==> src/sv/lsi_pkg.sv <==
// ---------------------------------------------------------------------------
// lsi_pkg: token codes and byte classes for the source lexer
// Token kind codes, character classes, operator pairing and keyword lookup.
// ---------------------------------------------------------------------------
`default_nettype none
package lsi_pkg;

  typedef logic [5:0] tok_kind_t;
  typedef logic [7:0] byte_t;

  localparam tok_kind_t K_IDENT   = 6'd0;
  localparam tok_kind_t K_KEYWORD = 6'd1;
  localparam tok_kind_t K_NUMBER  = 6'd2;
  localparam tok_kind_t K_STRING  = 6'd3;
  localparam tok_kind_t K_CHAR    = 6'd4;
  localparam tok_kind_t K_PLUS    = 6'd5;
  localparam tok_kind_t K_MINUS   = 6'd6;
  localparam tok_kind_t K_STAR    = 6'd7;
  localparam tok_kind_t K_SLASH   = 6'd8;
  localparam tok_kind_t K_PERCENT = 6'd9;
  localparam tok_kind_t K_ASSIGN  = 6'd10;
  localparam tok_kind_t K_PLUSEQ  = 6'd11;
  localparam tok_kind_t K_MINUSEQ = 6'd12;
  localparam tok_kind_t K_STAREQ  = 6'd13;
  localparam tok_kind_t K_SLASHEQ = 6'd14;
  localparam tok_kind_t K_EQEQ    = 6'd15;
  localparam tok_kind_t K_NOTEQ   = 6'd16;
  localparam tok_kind_t K_LT      = 6'd17;
  localparam tok_kind_t K_GT      = 6'd18;
  localparam tok_kind_t K_LE      = 6'd19;
  localparam tok_kind_t K_GE      = 6'd20;
  localparam tok_kind_t K_ANDAND  = 6'd21;
  localparam tok_kind_t K_OROR    = 6'd22;
  localparam tok_kind_t K_BANG    = 6'd23;
  localparam tok_kind_t K_AMP     = 6'd24;
  localparam tok_kind_t K_PIPE    = 6'd25;
  localparam tok_kind_t K_CARET   = 6'd26;
  localparam tok_kind_t K_TILDE   = 6'd27;
  localparam tok_kind_t K_SHL     = 6'd28;
  localparam tok_kind_t K_SHR     = 6'd29;
  localparam tok_kind_t K_DOT     = 6'd30;
  localparam tok_kind_t K_COMMA   = 6'd31;
  localparam tok_kind_t K_COLON   = 6'd32;
  localparam tok_kind_t K_COLCOL  = 6'd33;
  localparam tok_kind_t K_SEMI    = 6'd34;
  localparam tok_kind_t K_ARROW   = 6'd35;
  localparam tok_kind_t K_PIPEGT  = 6'd36;
  localparam tok_kind_t K_RANGE   = 6'd37;
  localparam tok_kind_t K_RANGEEQ = 6'd38;
  localparam tok_kind_t K_QUEST   = 6'd39;
  localparam tok_kind_t K_LPAREN  = 6'd40;
  localparam tok_kind_t K_RPAREN  = 6'd41;
  localparam tok_kind_t K_LBRACE  = 6'd42;
  localparam tok_kind_t K_RBRACE  = 6'd43;
  localparam tok_kind_t K_LBRACK  = 6'd44;
  localparam tok_kind_t K_RBRACK  = 6'd45;
  localparam tok_kind_t K_EOF     = 6'd46;
  localparam tok_kind_t K_UNKNOWN = 6'd47;

  localparam int KW_COUNT = 28;
  localparam logic [63:0] KW_TABLE [KW_COUNT] = '{
    64'("fn"), 64'("let"), 64'("mut"), 64'("const"), 64'("if"), 64'("else"),
    64'("while"), 64'("for"), 64'("in"), 64'("loop"), 64'("break"),
    64'("continue"), 64'("return"), 64'("match"), 64'("type"), 64'("struct"),
    64'("impl"), 64'("enum"), 64'("trait"), 64'("mod"), 64'("use"),
    64'("pub"), 64'("async"), 64'("await"), 64'("spawn"), 64'("macro"),
    64'("true"), 64'("false")
  };

  function automatic logic is_alpha(input byte_t c);
    byte_t l;
    l = c | 8'h20;
    return (l >= "a") && (l <= "z");
  endfunction

  function automatic logic is_digit(input byte_t c);
    return (c >= "0") && (c <= "9");
  endfunction

  function automatic logic is_space(input byte_t c);
    return (c == " ") || ((c >= 8'd9) && (c <= 8'd13));
  endfunction

  function automatic logic semi_follows(input tok_kind_t k);
    return (k == K_IDENT) || (k == K_NUMBER) || (k == K_STRING) || (k == K_CHAR) ||
           (k == K_RPAREN) || (k == K_RBRACK) || (k == K_RBRACE) || (k == K_QUEST);
  endfunction

  function automatic logic kw_match(input logic [63:0] w);
    logic hit;
    hit = 1'b0;
    for (int i = 0; i < KW_COUNT; i++) begin
      if (KW_TABLE[i] == w) hit = 1'b1;
    end
    return hit;
  endfunction

  // {valid, kind}: operators that may pair with a following byte
  function automatic logic [6:0] op_pend(input byte_t c);
    logic [6:0] r;
    unique case (c)
      "=":     r = {1'b1, K_ASSIGN};
      "!":     r = {1'b1, K_BANG};
      "<":     r = {1'b1, K_LT};
      ">":     r = {1'b1, K_GT};
      "+":     r = {1'b1, K_PLUS};
      "-":     r = {1'b1, K_MINUS};
      "*":     r = {1'b1, K_STAR};
      "/":     r = {1'b1, K_SLASH};
      "&":     r = {1'b1, K_AMP};
      "|":     r = {1'b1, K_PIPE};
      ":":     r = {1'b1, K_COLON};
      ".":     r = {1'b1, K_DOT};
      "#":     r = {1'b1, K_UNKNOWN};
      default: r = {1'b0, K_UNKNOWN};
    endcase
    return r;
  endfunction

  function automatic tok_kind_t op_single(input byte_t c);
    tok_kind_t r;
    unique case (c)
      "%":     r = K_PERCENT;
      "^":     r = K_CARET;
      "~":     r = K_TILDE;
      ",":     r = K_COMMA;
      ";":     r = K_SEMI;
      "?":     r = K_QUEST;
      "(":     r = K_LPAREN;
      ")":     r = K_RPAREN;
      "{":     r = K_LBRACE;
      "}":     r = K_RBRACE;
      "[":     r = K_LBRACK;
      "]":     r = K_RBRACK;
      default: r = K_UNKNOWN;
    endcase
    return r;
  endfunction

  // {valid, kind}: two-byte operator formed by pending kind and next byte
  function automatic logic [6:0] pair_kind(input tok_kind_t k, input byte_t c);
    logic [6:0] r;
    r = {1'b0, K_UNKNOWN};
    unique case (k)
      K_ASSIGN: if (c == "=") r = {1'b1, K_EQEQ};
      K_BANG:   if (c == "=") r = {1'b1, K_NOTEQ};
      K_LT: begin
        if (c == "=") r = {1'b1, K_LE};
        else if (c == "<") r = {1'b1, K_SHL};
      end
      K_GT: begin
        if (c == "=") r = {1'b1, K_GE};
        else if (c == ">") r = {1'b1, K_SHR};
      end
      K_PLUS:  if (c == "=") r = {1'b1, K_PLUSEQ};
      K_MINUS: begin
        if (c == "=") r = {1'b1, K_MINUSEQ};
        else if (c == ">") r = {1'b1, K_ARROW};
      end
      K_STAR:  if (c == "=") r = {1'b1, K_STAREQ};
      K_AMP:   if (c == "&") r = {1'b1, K_ANDAND};
      K_PIPE: begin
        if (c == "|") r = {1'b1, K_OROR};
        else if (c == ">") r = {1'b1, K_PIPEGT};
      end
      K_COLON: if (c == ":") r = {1'b1, K_COLCOL};
      default: r = {1'b0, K_UNKNOWN};
    endcase
    return r;
  endfunction

endpackage
`default_nettype wire

==> src/sv/lsi_if.sv <==
// ---------------------------------------------------------------------------
// lsi_src_if / lsi_tok_if: lexer request channels
// Valid/ready channels for source bytes in and tokens out.
// ---------------------------------------------------------------------------
`default_nettype none
interface lsi_src_if;
  logic       valid;
  logic       ready;
  logic       kind;
  logic [7:0] ch;
  modport source (output valid, kind, ch, input ready);
  modport sink   (input valid, kind, ch, output ready);
endinterface

interface lsi_tok_if #(
  parameter int LINE_WIDTH   = 20,
  parameter int COL_WIDTH    = 16,
  parameter int OFFSET_WIDTH = 24,
  parameter int LENGTH_WIDTH = 16
);
  logic                    valid;
  logic                    ready;
  logic [5:0]              token_kind;
  logic [LINE_WIDTH-1:0]   first_line;
  logic [COL_WIDTH-1:0]    first_col;
  logic [OFFSET_WIDTH-1:0] start_offset;
  logic [LENGTH_WIDTH-1:0] span_length;
  logic                    run_last;
  modport source (output valid, token_kind, first_line, first_col, start_offset,
                  span_length, run_last, input ready);
  modport sink   (input valid, token_kind, first_line, first_col, start_offset,
                  span_length, run_last, output ready);
endinterface
`default_nettype wire

==> src/sv/source_lexer_with_semicolon_insertion_unit.sv <==
// ---------------------------------------------------------------------------
// source_lexer_with_semicolon_insertion_unit: streaming tokenizer
// Groups source bytes into tokens, inserts semicolons at newlines.
// ---------------------------------------------------------------------------
// Output: a byte's tokens are registered into the token queue.
// Throughput: one request per cycle; each request yields 0..2 tokens, and
//   the output drains one token per cycle while tok is ready, through a
//   4-entry queue, so src stalls only while fewer than two slots are free.
// Reset: rst (synchronous) empties the queue and sets the scanner idle at
//   line 1, column 1, offset 0; an end request resets only the scanner.
`default_nettype none
module source_lexer_with_semicolon_insertion_unit
  import lsi_pkg::*;
#(
  parameter int LINE_WIDTH   = 20,
  parameter int COL_WIDTH    = 16,
  parameter int OFFSET_WIDTH = 24,
  parameter int LENGTH_WIDTH = 16
) (
  input  wire  clk,
  input  wire  rst,
  lsi_src_if.sink  src,
  lsi_tok_if.source tok
);

  localparam logic [LINE_WIDTH-1:0]   LINE_MAX = '1;
  localparam logic [COL_WIDTH-1:0]    COL_MAX  = '1;
  localparam logic [LENGTH_WIDTH-1:0] LEN_MAX  = '1;
  localparam logic [LENGTH_WIDTH-1:0] WORD_MAX = LENGTH_WIDTH'(8);

  // scanner modes
  localparam logic [3:0] M_IDLE = 4'd0, M_WORD = 4'd1, M_NUM = 4'd2, M_NUMDOT = 4'd3,
                         M_STR = 4'd4, M_STRESC = 4'd5, M_CHOPEN = 4'd6, M_CHESC = 4'd7,
                         M_CHBODY = 4'd8, M_OP = 4'd9, M_DOTDOT = 4'd10, M_ATTR = 4'd11,
                         M_LCOM = 4'd12, M_BCOM = 4'd13, M_BSTAR = 4'd14;

  typedef struct packed {
    tok_kind_t               kind;
    logic [LINE_WIDTH-1:0]   line;
    logic [COL_WIDTH-1:0]    col;
    logic [OFFSET_WIDTH-1:0] off;
    logic [LENGTH_WIDTH-1:0] len;
    logic                    last;
  } tok_ent_t;

  // scanner state
  logic [3:0]              mode, mode_next;
  tok_kind_t               pend, pend_next;
  tok_kind_t               prev, prev_next;
  logic [LINE_WIDTH-1:0]   cur_line, cur_line_next;
  logic [COL_WIDTH-1:0]    cur_col, cur_col_next;
  logic [OFFSET_WIDTH-1:0] cur_off, cur_off_next;
  logic [LINE_WIDTH-1:0]   tok_line, tok_line_next;
  logic [COL_WIDTH-1:0]    tok_col, tok_col_next;
  logic [OFFSET_WIDTH-1:0] tok_off, tok_off_next;
  logic [LENGTH_WIDTH-1:0] tok_len, tok_len_next;
  logic [63:0]             wbuf, wbuf_next;
  logic                    too_long, too_long_next;
  // position of a number's '.', kept in case '..' follows
  logic [COL_WIDTH-1:0]    dot_col, dot_col_next;
  logic [OFFSET_WIDTH-1:0] dot_off, dot_off_next;

  // output queue
  tok_ent_t   q_mem [4];
  logic [1:0] q_wr, q_rd;
  logic [2:0] q_cnt;

  logic       acc, pop;
  byte_t      c;
  logic       fv, iv, do_idle;
  tok_kind_t  fk, ik, prev_eff;
  logic [LENGTH_WIDTH-1:0] flen, tl1;
  tok_ent_t   ea, eb;
  logic [6:0] pk, pp;

  assign src.ready = (q_cnt <= 3'd2);
  assign acc       = src.valid & src.ready;
  assign pop       = tok.valid & tok.ready;
  assign c         = src.ch;
  assign tl1       = (tok_len == LEN_MAX) ? tok_len : tok_len + 1'b1;

  always_comb begin
    mode_next = mode; pend_next = pend; prev_next = prev;
    cur_line_next = cur_line; cur_col_next = cur_col; cur_off_next = cur_off;
    tok_line_next = tok_line; tok_col_next = tok_col; tok_off_next = tok_off;
    tok_len_next = tok_len; wbuf_next = wbuf; too_long_next = too_long;
    dot_col_next = dot_col; dot_off_next = dot_off;
    fv = 1'b0; fk = K_UNKNOWN; flen = tok_len;
    iv = 1'b0; ik = K_UNKNOWN; do_idle = 1'b0;
    prev_eff = prev;
    pk = pair_kind(pend, c);
    pp = op_pend(c);
    ea = '0; eb = '0;

    if (src.kind) begin
      // end of source: flush the open token, then Eof
      unique case (mode)
        M_WORD: begin
          fv = 1'b1; fk = (!too_long && kw_match(wbuf)) ? K_KEYWORD : K_IDENT;
        end
        M_NUM:    begin fv = 1'b1; fk = K_NUMBER; end
        M_NUMDOT: begin fv = 1'b1; fk = K_NUMBER; flen = tl1; end
        M_STR, M_STRESC: begin fv = 1'b1; fk = K_STRING; end
        M_CHOPEN, M_CHESC, M_CHBODY: begin fv = 1'b1; fk = K_CHAR; end
        M_OP:     begin fv = 1'b1; fk = pend; end
        M_DOTDOT: begin fv = 1'b1; fk = K_RANGE; end
        M_ATTR:   begin fv = 1'b1; fk = K_KEYWORD; end
        default:  fv = 1'b0;
      endcase
      iv = 1'b1; ik = K_EOF;
      eb = '{kind: K_EOF, line: cur_line, col: cur_col, off: cur_off, len: '0, last: 1'b1};
      mode_next = M_IDLE; pend_next = '0; prev_next = K_UNKNOWN;
      cur_line_next = LINE_WIDTH'(1); cur_col_next = COL_WIDTH'(1); cur_off_next = '0;
      tok_line_next = LINE_WIDTH'(1); tok_col_next = COL_WIDTH'(1); tok_off_next = '0;
      tok_len_next = '0; wbuf_next = '0; too_long_next = 1'b0;
    end else begin
      unique case (mode)
        M_WORD: begin
          if (is_alpha(c) || is_digit(c) || c == "_") begin
            if (tok_len < WORD_MAX) wbuf_next = {wbuf[55:0], c};
            else too_long_next = 1'b1;
            tok_len_next = tl1;
          end else begin
            fv = 1'b1; fk = (!too_long && kw_match(wbuf)) ? K_KEYWORD : K_IDENT;
            do_idle = 1'b1;
          end
        end
        M_NUM: begin
          if (is_digit(c)) tok_len_next = tl1;
          else if (c == ".") begin
            dot_col_next = cur_col; dot_off_next = cur_off; mode_next = M_NUMDOT;
          end else begin
            fv = 1'b1; fk = K_NUMBER; do_idle = 1'b1;
          end
        end
        M_NUMDOT: begin
          if (c == ".") begin
            fv = 1'b1; fk = K_NUMBER;
            tok_col_next = dot_col; tok_off_next = dot_off;
            tok_len_next = LENGTH_WIDTH'(2); mode_next = M_DOTDOT;
          end else if (is_digit(c)) begin
            tok_len_next = (tl1 == LEN_MAX) ? tl1 : tl1 + 1'b1; mode_next = M_NUM;
          end else begin
            fv = 1'b1; fk = K_NUMBER; flen = tl1; do_idle = 1'b1;
          end
        end
        M_STR: begin
          tok_len_next = tl1;
          if (c == "\\") mode_next = M_STRESC;
          else if (c == "\"") begin
            fv = 1'b1; fk = K_STRING; flen = tl1; mode_next = M_IDLE;
          end
        end
        M_STRESC: begin tok_len_next = tl1; mode_next = M_STR; end
        M_CHOPEN: begin
          tok_len_next = tl1; mode_next = (c == "\\") ? M_CHESC : M_CHBODY;
        end
        M_CHESC: begin tok_len_next = tl1; mode_next = M_CHBODY; end
        M_CHBODY: begin
          fv = 1'b1; fk = K_CHAR; flen = tl1; mode_next = M_IDLE;
        end
        M_OP: begin
          priority if (pend == K_SLASH && c == "/") mode_next = M_LCOM;
          else if (pend == K_SLASH && c == "*") mode_next = M_BCOM;
          else if (pend == K_SLASH && c == "=") begin
            fv = 1'b1; fk = K_SLASHEQ; flen = tl1; mode_next = M_IDLE;
          end else if (pend == K_UNKNOWN && c == "[") begin
            tok_len_next = tl1; mode_next = M_ATTR;
          end else if (pend == K_DOT && c == ".") begin
            tok_len_next = tl1; mode_next = M_DOTDOT;
          end else if (pk[6]) begin
            fv = 1'b1; fk = pk[5:0]; flen = tl1; mode_next = M_IDLE;
          end else begin
            fv = 1'b1; fk = pend; do_idle = 1'b1;
          end
        end
        M_DOTDOT: begin
          if (c == "=") begin
            fv = 1'b1; fk = K_RANGEEQ; flen = tl1; mode_next = M_IDLE;
          end else begin
            fv = 1'b1; fk = K_RANGE; do_idle = 1'b1;
          end
        end
        M_ATTR: begin
          tok_len_next = tl1;
          if (c == "]") begin
            fv = 1'b1; fk = K_KEYWORD; flen = tl1; mode_next = M_IDLE;
          end
        end
        M_LCOM: if (c == "\n") do_idle = 1'b1;
        M_BCOM: if (c == "*") mode_next = M_BSTAR;
        M_BSTAR: begin
          if (c == "/") mode_next = M_IDLE;
          else if (c != "*") mode_next = M_BCOM;
        end
        default: do_idle = 1'b1;
      endcase

      // byte seen between tokens
      prev_eff = fv ? fk : prev;
      if (do_idle) begin
        mode_next = M_IDLE;
        priority if (c == "\n") begin
          if (semi_follows(prev_eff)) begin iv = 1'b1; ik = K_SEMI; end
        end else if (is_space(c)) begin
          iv = 1'b0;
        end else if (is_alpha(c) || c == "_" || is_digit(c) || c == "\"" || c == "'" ||
                     pp[6]) begin
          tok_line_next = cur_line; tok_col_next = cur_col; tok_off_next = cur_off;
          tok_len_next = LENGTH_WIDTH'(1);
          priority if (is_alpha(c) || c == "_") begin
            wbuf_next = {56'd0, c}; too_long_next = 1'b0; mode_next = M_WORD;
          end else if (is_digit(c)) mode_next = M_NUM;
          else if (c == "\"") mode_next = M_STR;
          else if (c == "'") mode_next = M_CHOPEN;
          else begin
            pend_next = pp[5:0]; mode_next = M_OP;
          end
        end else begin
          iv = 1'b1; ik = op_single(c);
        end
      end
      eb = '{kind: ik, line: cur_line, col: cur_col, off: cur_off,
             len: LENGTH_WIDTH'(1), last: 1'b1};

      cur_line_next = (c == "\n") ? ((cur_line == LINE_MAX) ? cur_line : cur_line + 1'b1)
                                  : cur_line;
      cur_col_next  = (c == "\n") ? COL_WIDTH'(1)
                                  : ((cur_col == COL_MAX) ? cur_col : cur_col + 1'b1);
      cur_off_next  = cur_off + 1'b1;
      if (iv) prev_next = ik;
      else if (fv) prev_next = fk;
    end

    ea = '{kind: fk, line: tok_line, col: tok_col, off: tok_off, len: flen, last: !iv};
  end

  // scanner registers
  always_ff @(posedge clk) begin
    if (rst) begin
      mode <= M_IDLE; pend <= '0; prev <= K_UNKNOWN;
      cur_line <= LINE_WIDTH'(1); cur_col <= COL_WIDTH'(1); cur_off <= '0;
      tok_line <= LINE_WIDTH'(1); tok_col <= COL_WIDTH'(1); tok_off <= '0;
      tok_len <= '0; wbuf <= '0; too_long <= 1'b0;
    end else if (acc) begin
      mode <= mode_next; pend <= pend_next; prev <= prev_next;
      cur_line <= cur_line_next; cur_col <= cur_col_next; cur_off <= cur_off_next;
      tok_line <= tok_line_next; tok_col <= tok_col_next; tok_off <= tok_off_next;
      tok_len <= tok_len_next; wbuf <= wbuf_next; too_long <= too_long_next;
    end
  end

  always_ff @(posedge clk) begin
    if (acc) begin
      dot_col <= dot_col_next; dot_off <= dot_off_next;
    end
  end

  // token queue: up to two writes, one read per cycle
  logic [1:0] n_wr;
  assign n_wr = acc ? (2'(fv) + 2'(iv)) : 2'd0;

  always_ff @(posedge clk) begin
    if (acc) begin
      if (fv) begin
        q_mem[q_wr] <= ea;
        if (iv) q_mem[q_wr + 2'd1] <= eb;
      end else if (iv) begin
        q_mem[q_wr] <= eb;
      end
    end
  end

  always_ff @(posedge clk) begin
    if (rst) begin
      q_wr <= '0; q_rd <= '0; q_cnt <= '0;
    end else begin
      q_wr  <= q_wr + n_wr;
      q_rd  <= q_rd + 2'(pop);
      q_cnt <= q_cnt + 3'(n_wr) - 3'(pop);
    end
  end

  assign tok.valid        = (q_cnt != 3'd0);
  assign tok.token_kind   = q_mem[q_rd].kind;
  assign tok.first_line   = q_mem[q_rd].line;
  assign tok.first_col    = q_mem[q_rd].col;
  assign tok.start_offset = q_mem[q_rd].off;
  assign tok.span_length  = q_mem[q_rd].len;
  assign tok.run_last     = q_mem[q_rd].last;

  // checks
  a_q_bound: assert property (@(posedge clk) disable iff (rst) q_cnt <= 3'd4)
    else $error("token queue over capacity");
  a_room: assert property (@(posedge clk) disable iff (rst) acc |-> q_cnt <= 3'd2)
    else $error("request taken without room for two tokens");
  a_word_len: assert property (@(posedge clk) disable iff (rst)
    mode == M_WORD |-> tok_len != '0)
    else $error("word open with zero length");
  a_prev_eof: assert property (@(posedge clk) disable iff (rst) prev != K_EOF)
    else $error("Eof left as previous token");
  a_end_idle: assert property (@(posedge clk) disable iff (rst)
    acc && src.kind |=> mode == M_IDLE && cur_off == '0)
    else $error("end request did not restart scanner");

endmodule
`default_nettype wire
==> src/flat_wrapper.sv <==
// flat-port wrapper written by rule: the top's interface ports become plain ports
module source_lexer_with_semicolon_insertion_unit_flat import lsi_pkg::*;
#(
  parameter int LINE_WIDTH   = 20,
  parameter int COL_WIDTH    = 16,
  parameter int OFFSET_WIDTH = 24,
  parameter int LENGTH_WIDTH = 16
)
  (clk, rst, src_valid, src_kind, src_ch, src_ready, tok_valid, tok_token_kind, tok_first_line, tok_first_col, tok_start_offset, tok_span_length, tok_run_last, tok_ready);
  lsi_src_if src_i ();
  lsi_tok_if #(.LINE_WIDTH(LINE_WIDTH), .COL_WIDTH(COL_WIDTH), .OFFSET_WIDTH(OFFSET_WIDTH), .LENGTH_WIDTH(LENGTH_WIDTH)) tok_i ();
  input  wire clk;
  input  wire rst;
  input wire logic [$bits(src_i.valid)-1:0] src_valid;
  input wire logic [$bits(src_i.kind)-1:0] src_kind;
  input wire logic [$bits(src_i.ch)-1:0] src_ch;
  output wire logic [$bits(src_i.ready)-1:0] src_ready;
  output wire logic [$bits(tok_i.valid)-1:0] tok_valid;
  output wire logic [$bits(tok_i.token_kind)-1:0] tok_token_kind;
  output wire logic [$bits(tok_i.first_line)-1:0] tok_first_line;
  output wire logic [$bits(tok_i.first_col)-1:0] tok_first_col;
  output wire logic [$bits(tok_i.start_offset)-1:0] tok_start_offset;
  output wire logic [$bits(tok_i.span_length)-1:0] tok_span_length;
  output wire logic [$bits(tok_i.run_last)-1:0] tok_run_last;
  input wire logic [$bits(tok_i.ready)-1:0] tok_ready;
  assign src_i.valid = src_valid;
  assign src_i.kind = src_kind;
  assign src_i.ch = src_ch;
  assign src_ready = src_i.ready;
  assign tok_valid = tok_i.valid;
  assign tok_token_kind = tok_i.token_kind;
  assign tok_first_line = tok_i.first_line;
  assign tok_first_col = tok_i.first_col;
  assign tok_start_offset = tok_i.start_offset;
  assign tok_span_length = tok_i.span_length;
  assign tok_run_last = tok_i.run_last;
  assign tok_i.ready = tok_ready;
  source_lexer_with_semicolon_insertion_unit #(.LINE_WIDTH(LINE_WIDTH), .COL_WIDTH(COL_WIDTH), .OFFSET_WIDTH(OFFSET_WIDTH), .LENGTH_WIDTH(LENGTH_WIDTH)) u_core (.clk(clk), .rst(rst), .src(src_i), .tok(tok_i));
endmodule
==> config.mk <==
export PLATFORM = sky130hd
export DESIGN_NAME = source_lexer_with_semicolon_insertion_unit_flat
export DESIGN_NICKNAME = d
export VERILOG_FILES = /design/src/sv/lsi_pkg.sv /design/src/sv/lsi_if.sv /design/src/sv/source_lexer_with_semicolon_insertion_unit.sv /design/src/flat_wrapper.sv
export SDC_FILE = /design/constraint.sdc
export NUM_CORES = 2
export LEC_CHECK = 0
export ABC_AREA = 1
export BUFFER_PORTS_ARGS = -buffer_cell sky130_fd_sc_hd__buf_2
export CAP_MARGIN = 0
export CORE_ASPECT_RATIO = 0.8
export CORE_MARGIN = 4
export CORE_UTILIZATION = 40
export CTS_CLUSTER_DIAMETER = 60
export DETAILED_ROUTE_END_ITERATION = 12
export PLACE_DENSITY = 0.56
export SYNTH_ARGS = -nofsm -noshare
export SYNTH_HDL_FRONTEND = slang
export SYNTH_SLANG_ARGS = --single-unit
export TNS_END_PERCENT = 30
==> constraint.sdc <==
create_clock -name clk -period 6.5 [get_ports clk]
set_input_delay 0.65 -clock clk [delete_from_list [all_inputs] [get_ports clk]]
set_output_delay 0.65 -clock clk [all_outputs]
set_load 0.03 [all_outputs]
# After elaboration in Yosys (flattened, before gate mapping)
# Memory sizes are Yosys's and may differ from the RTL's. A register that Yosys moved wholly into a read port is not among the register bits.
# Cells that the tools add are included.
# totals
register_bits	264
mem_bits_rw	332
mem_count	1
output_inout_bits	85
inputBits	13
word_cells	444
# mem_list
name	depth	width	rd	rd_ports_with_merged_regs	wr	line	text
u_core.q_mem	4	83	1	1	2	source_lexer_with_semicolon_insertion_unit.sv:64	tok_ent_t q_mem [4];
# classes
eq_ne	115
reduce_logical	46
n_lt_le_gt_ge	8
n_mux	241
bitwise_logic	5
addsub	11
# op_table
operator	count
$eq A39 B64 Y1 const A	10
$mux W16	40
$mux W64	9
$eq A23 B64 Y1 const A	6
$eq A31 B64 Y1 const A	6
$eq A15 B64 Y1 const A	3
$mux W24	8
$mux W6	32
$eq A8 B6 Y1 const B	21
$mux W83	2
$mux W20	8
$eq A47 B64 Y1 const A	2
$mux W4	28
$mux W7	14
$pmux W16 S6	1
$pmux W7 S13	1
$mux W1	87
$pmux W16 S5	1
$eq A8 B7 Y1 const B	9
$pmux W6 S12	1
$pmux W7 S10	1
$eq A63 B64 Y1 const A	1
$add A16 B1 Y16 const B	3
$eq A16 B16 Y1 const B	3
other kinds (59)	129

# Longest topological paths before layout
# depth
depth_word	56
ltp_mapped	34
mapped_depth_nobuf	33

# Worst setup path after synthesis
# OpenSTA, ideal clock, no wires.
# synth_timing
kind	in2reg
startpoint	in src_ch[7]
endpoint	mem u_core.q_mem[0][17] (netlist bit), enable pin
required_ps	6078
stages	26
setup_slack_ps	1404
setup_ps	422
n_path_buf	1
t_arrival_ps	4674
path_cell_list	nor2_1 -> nand3_1 -> buf_4 -> nor2_1 -> inv_2 -> nor2_2 -> nor2_2 -> nand3_2 -> nand4_2 -> or2_1 -> nand2_1 -> nand3_1 -> nor2_1 -> nor2_1 -> nand3_2 -> nand3_4 -> nand2_4 -> ha_1 -> nand2_1 -> inv_2 -> nor2_2 -> inv_2 -> nand2_2 -> nor2_4 -> nor2_4 -> inv_1
# synth_lines
item	line	text
start, declared	flat_wrapper.sv:16	input wire logic [$bits(src_i.ch)-1:0] src_ch;
end, declared	source_lexer_with_semicolon_insertion_unit.sv:64	

==> impl_metrics.json <==
{
  "outcome": "finished, final reports clean",
  "first_pass_iters": 6,
  "die-area_mm2": 0.08757,
  "die_height_um": 265.5,
  "fp.coreArea_mm2": 0.08221,
  "finalPower_mw": 12.28,
  "synth_common_cells": "nand2_1, nor2_1, inv_1",
  "crit_buf_inv": 5,
  "dpl_cell_area_mm2": 0.03451,
  "clk_latency_ns": 0.62,
  "netlist_top_cells_area": "edfxtp_1, dfxtp_1, nand2_1",
  "maxCapViolCount": 0,
  "ios": 98,
  "wl_per_cell_um": 21.61,
  "drc_errors": 0,
  "post_cts_buffers": 0,
  "powerDensity_mw_per_mm2": 333.8,
  "cts-root-buf": "clkbuf_16",
  "critical_path_class": "reg -> reg",
  "gp_congestion": 0.9730,
  "stdcell_count": 5459,
  "synth.distinct_cells": 66,
  "grt_pass1_wl_mm": 180.8,
  "worstPathArrival_ns": 5.76,
  "fin_ws_ns": 1.093,
  "drt-initial-drc-count": 3317,
  "cts_hold_buf": 0,
  "routed_wl_mm": 118.0,
  "antenna_found_initial": 1,
  "cpMostUsedCell": "nand2_1",
  "yosysWarnings": 0,
  "synthToLayoutAreaGrowth_pct": 10.99,
  "preCtsSetupSlack_ns": 0.6871,
  "syn-instance-count": 4327,
  "worstSetupStartpointType": "register",
  "layout-drive-gt1-share": 0.09876,
  "final_max_slew_viol_count": 0,
  "worst_pin_slew_ns": 1.247,
  "yosysMostFrequentCell": "nand2_1",
  "yosys.area.top_type_share": 0.2790,
  "dieWidth_um": 329.9,
  "htreeDepth": 3,
  "cts_buffers": 71,
  "rows": 94,
  "final_area_mm2": 0.03679,
  "syn_area_per_cell_um2": 7.661,
  "final.fill_count": 8415,
  "worstSetupEndpointType": "register",
  "ys_ff_latch": 596,
  "nNetsFinal": 4323,
  "cts_tree": "built",
  "cpMaxStageDelayCell": "clkinv_2",
  "synth_nets": 4353,
  "finClkSkew_ns": 0.02327,
  "hp-class": "reg -> reg",
  "fin_setup_tns_ns": 0,
  "final_antenna_net_count": 0,
  "synthArstFlopShare": 0,
  "grt_pass1_vias": 29551,
  "cp_data_required_time_ns": 6.85,
  "period_needed_ns": 5.407,
  "crit_path_max_incr_delay_ns": 0.57,
  "cts_resized": 0,
  "ir_drop_mv": 0.2934,
  "grt-ovfl-total": 0,
  "synth_edf_count": 308,
  "worstPathMaxFanout": 28,
  "slew_headroom": 0.1630,
  "grt_start_max_net_pins": 105,
  "start_util": 0.4032,
  "ys_seq_area_frac": 0.4529,
  "hold_violations": 0,
  "timing.final.crit_share": 0.8319,
  "grt_use_total": 0.2615,
  "io_buffers": 97,
  "clk_transition_reported_paths_ns": 0.06,
  "setup_viol": 0,
  "viasPerCell": 5.826,
  "synth_area_leader_cell": "edfxtp_1",
  "p_leak_nw": 13.26,
  "cts.sinks": 596,
  "clockBufferDepth": 3,
  "grt_setup_unrepaired": "false",
  "placed_cells": 5328,
  "fmax_mhz": 184.9,
  "num_vias": 31805,
  "synth_ff_type": "edfxtp_1",
  "dp_hpwl_mm": 74.95,
  "path_delay_family": "simple AND/OR/NAND/NOR gates",
  "syn_area_mm2": 0.03315
}
==> metal layers <==
metal  vias to the layer above  part of all wire  GRT usage
met5                         -                 0          0
met4                         0             0.025    0.07276
met3                       188             0.079    0.04300
met2                      1332              0.42     0.3843
met1                     15193              0.47     0.3956
li1                      15092                 -          -
==> area by class of cell <==
cell class,count,area (um2),share of cell area
diodes,1,2.502,0.00006801
clock buffers,100,2009,0.05461
clock inverters,30,271.5,0.007379
inverters,442,1679,0.04564
multi-input cells,3034,15440,0.4196
flip-flops and latches,596,15020,0.4083
well taps,1104,1381,0.03754
repair buffers,152,988.4,0.02686
==> report_power, final <==
| group | total, mW | internal [mW] | leakage, nW | switching, mW |
|---|---|---|---|---|
| sequential | 4.59 | 4.39 | 5.21 | 0.196 |
| clock | 3.95 | 2.27 | 1.12 | 1.68 |
| combinational | 3.74 | 0.905 | 6.93 | 2.84 |
| total | 12.3 | 7.57 | 13.3 | 4.72 |
==> state kept, by name (all words and copies together), names as in the netlist <==
register and count:
u_core.dot_off 24, u_core.wbuf 64, u_core.cur_col 16, u_core.mode 4, u_core.too_long 1, u_core.tok_col 16, u_core.tok_line 20, u_core.prev 6
u_core.q_wr 2, u_core.q_cnt 3, u_core.pend 6, u_core.cur_line 20, u_core.q_mem 332, u_core.tok_off 24, u_core.cur_off 24, u_core.dot_col 16
u_core.q_rd 2, u_core.tok_len 16
==> stage by stage <==
step	hold WS (ns)	utilization
4_1_cts	0.4114	0.4475
3_5_place_dp	0.4454	0.4198
2_1_floorplan	0.4064	-
3_3_place_gp	0.4413	0.4198
6_report	0.4546	0.4476
5_1_grt	0.4365	0.4475
==> cells by family after synthesis <==
group,after synthesis,share of synthesized area
DFF,596,0.4529
xor gates and xnor gates,21,0.005775
and+or+nand+nor,1755,0.2285
adders and majority gates,13,0.005133
AOI/OAI and AO/OA,1245,0.2251
buffers and inverters,697,0.08251
==> worst min-delay path: stages (launching register included) <==
cell	delay (ns)
dfxtp_1	0.30
nand2_1	0.05
o21ai_1	0.05
==> final timing paths <==
path / from / to / slack (ns) / cells after the start
worst max register to register: u_core.wbuf[10]$_SDFFE_PP0P_ / u_core.q_mem[0][38]$_DFFE_PP_ / 1.09 / 29
worst min-delay path: u_core.q_mem[2][2]$_SDFFE_PP0N_ / u_core.q_mem[2][2]$_SDFFE_PP0N_ / 0.45 / 2
worst max-delay path: u_core.wbuf[10]$_SDFFE_PP0P_ / u_core.q_mem[0][38]$_DFFE_PP_ / 1.09 / 29
worst min register to register: u_core.q_mem[2][2]$_SDFFE_PP0N_ / u_core.q_mem[2][2]$_SDFFE_PP0N_ / 0.45 / 2
==> placed cells by master (no fill, tap or decap), types with 22 or more instances in the layout <==
| cell | netlist | layout |
|---|---|---|
| buf_2 | 51 | 96 |
| nand2_1 | 819 | 815 |
| nand4_1 | 52 | 52 |
| o21ai_1 | 50 | 50 |
| nor2_1 | 524 | 524 |
| inv_1 | 369 | 362 |
| a211oi_1 | 28 | 28 |
| clkbuf_16 | 0 | 74 |
| buf_4 | 5 | 49 |
| edfxtp_1 | 308 | 308 |
| o211ai_1 | 107 | 107 |
| inv_2 | 62 | 64 |
| o22ai_1 | 367 | 367 |
| a31oi_1 | 24 | 24 |
| a21oi_1 | 217 | 217 |
| a22o_1 | 36 | 36 |
| nor3_1 | 80 | 78 |
| nand3_1 | 154 | 154 |
| nor2_2 | 22 | 22 |
| dfxtp_1 | 288 | 286 |
| o21ai_0 | 338 | 338 |
(Power assumes the default switching activity.)
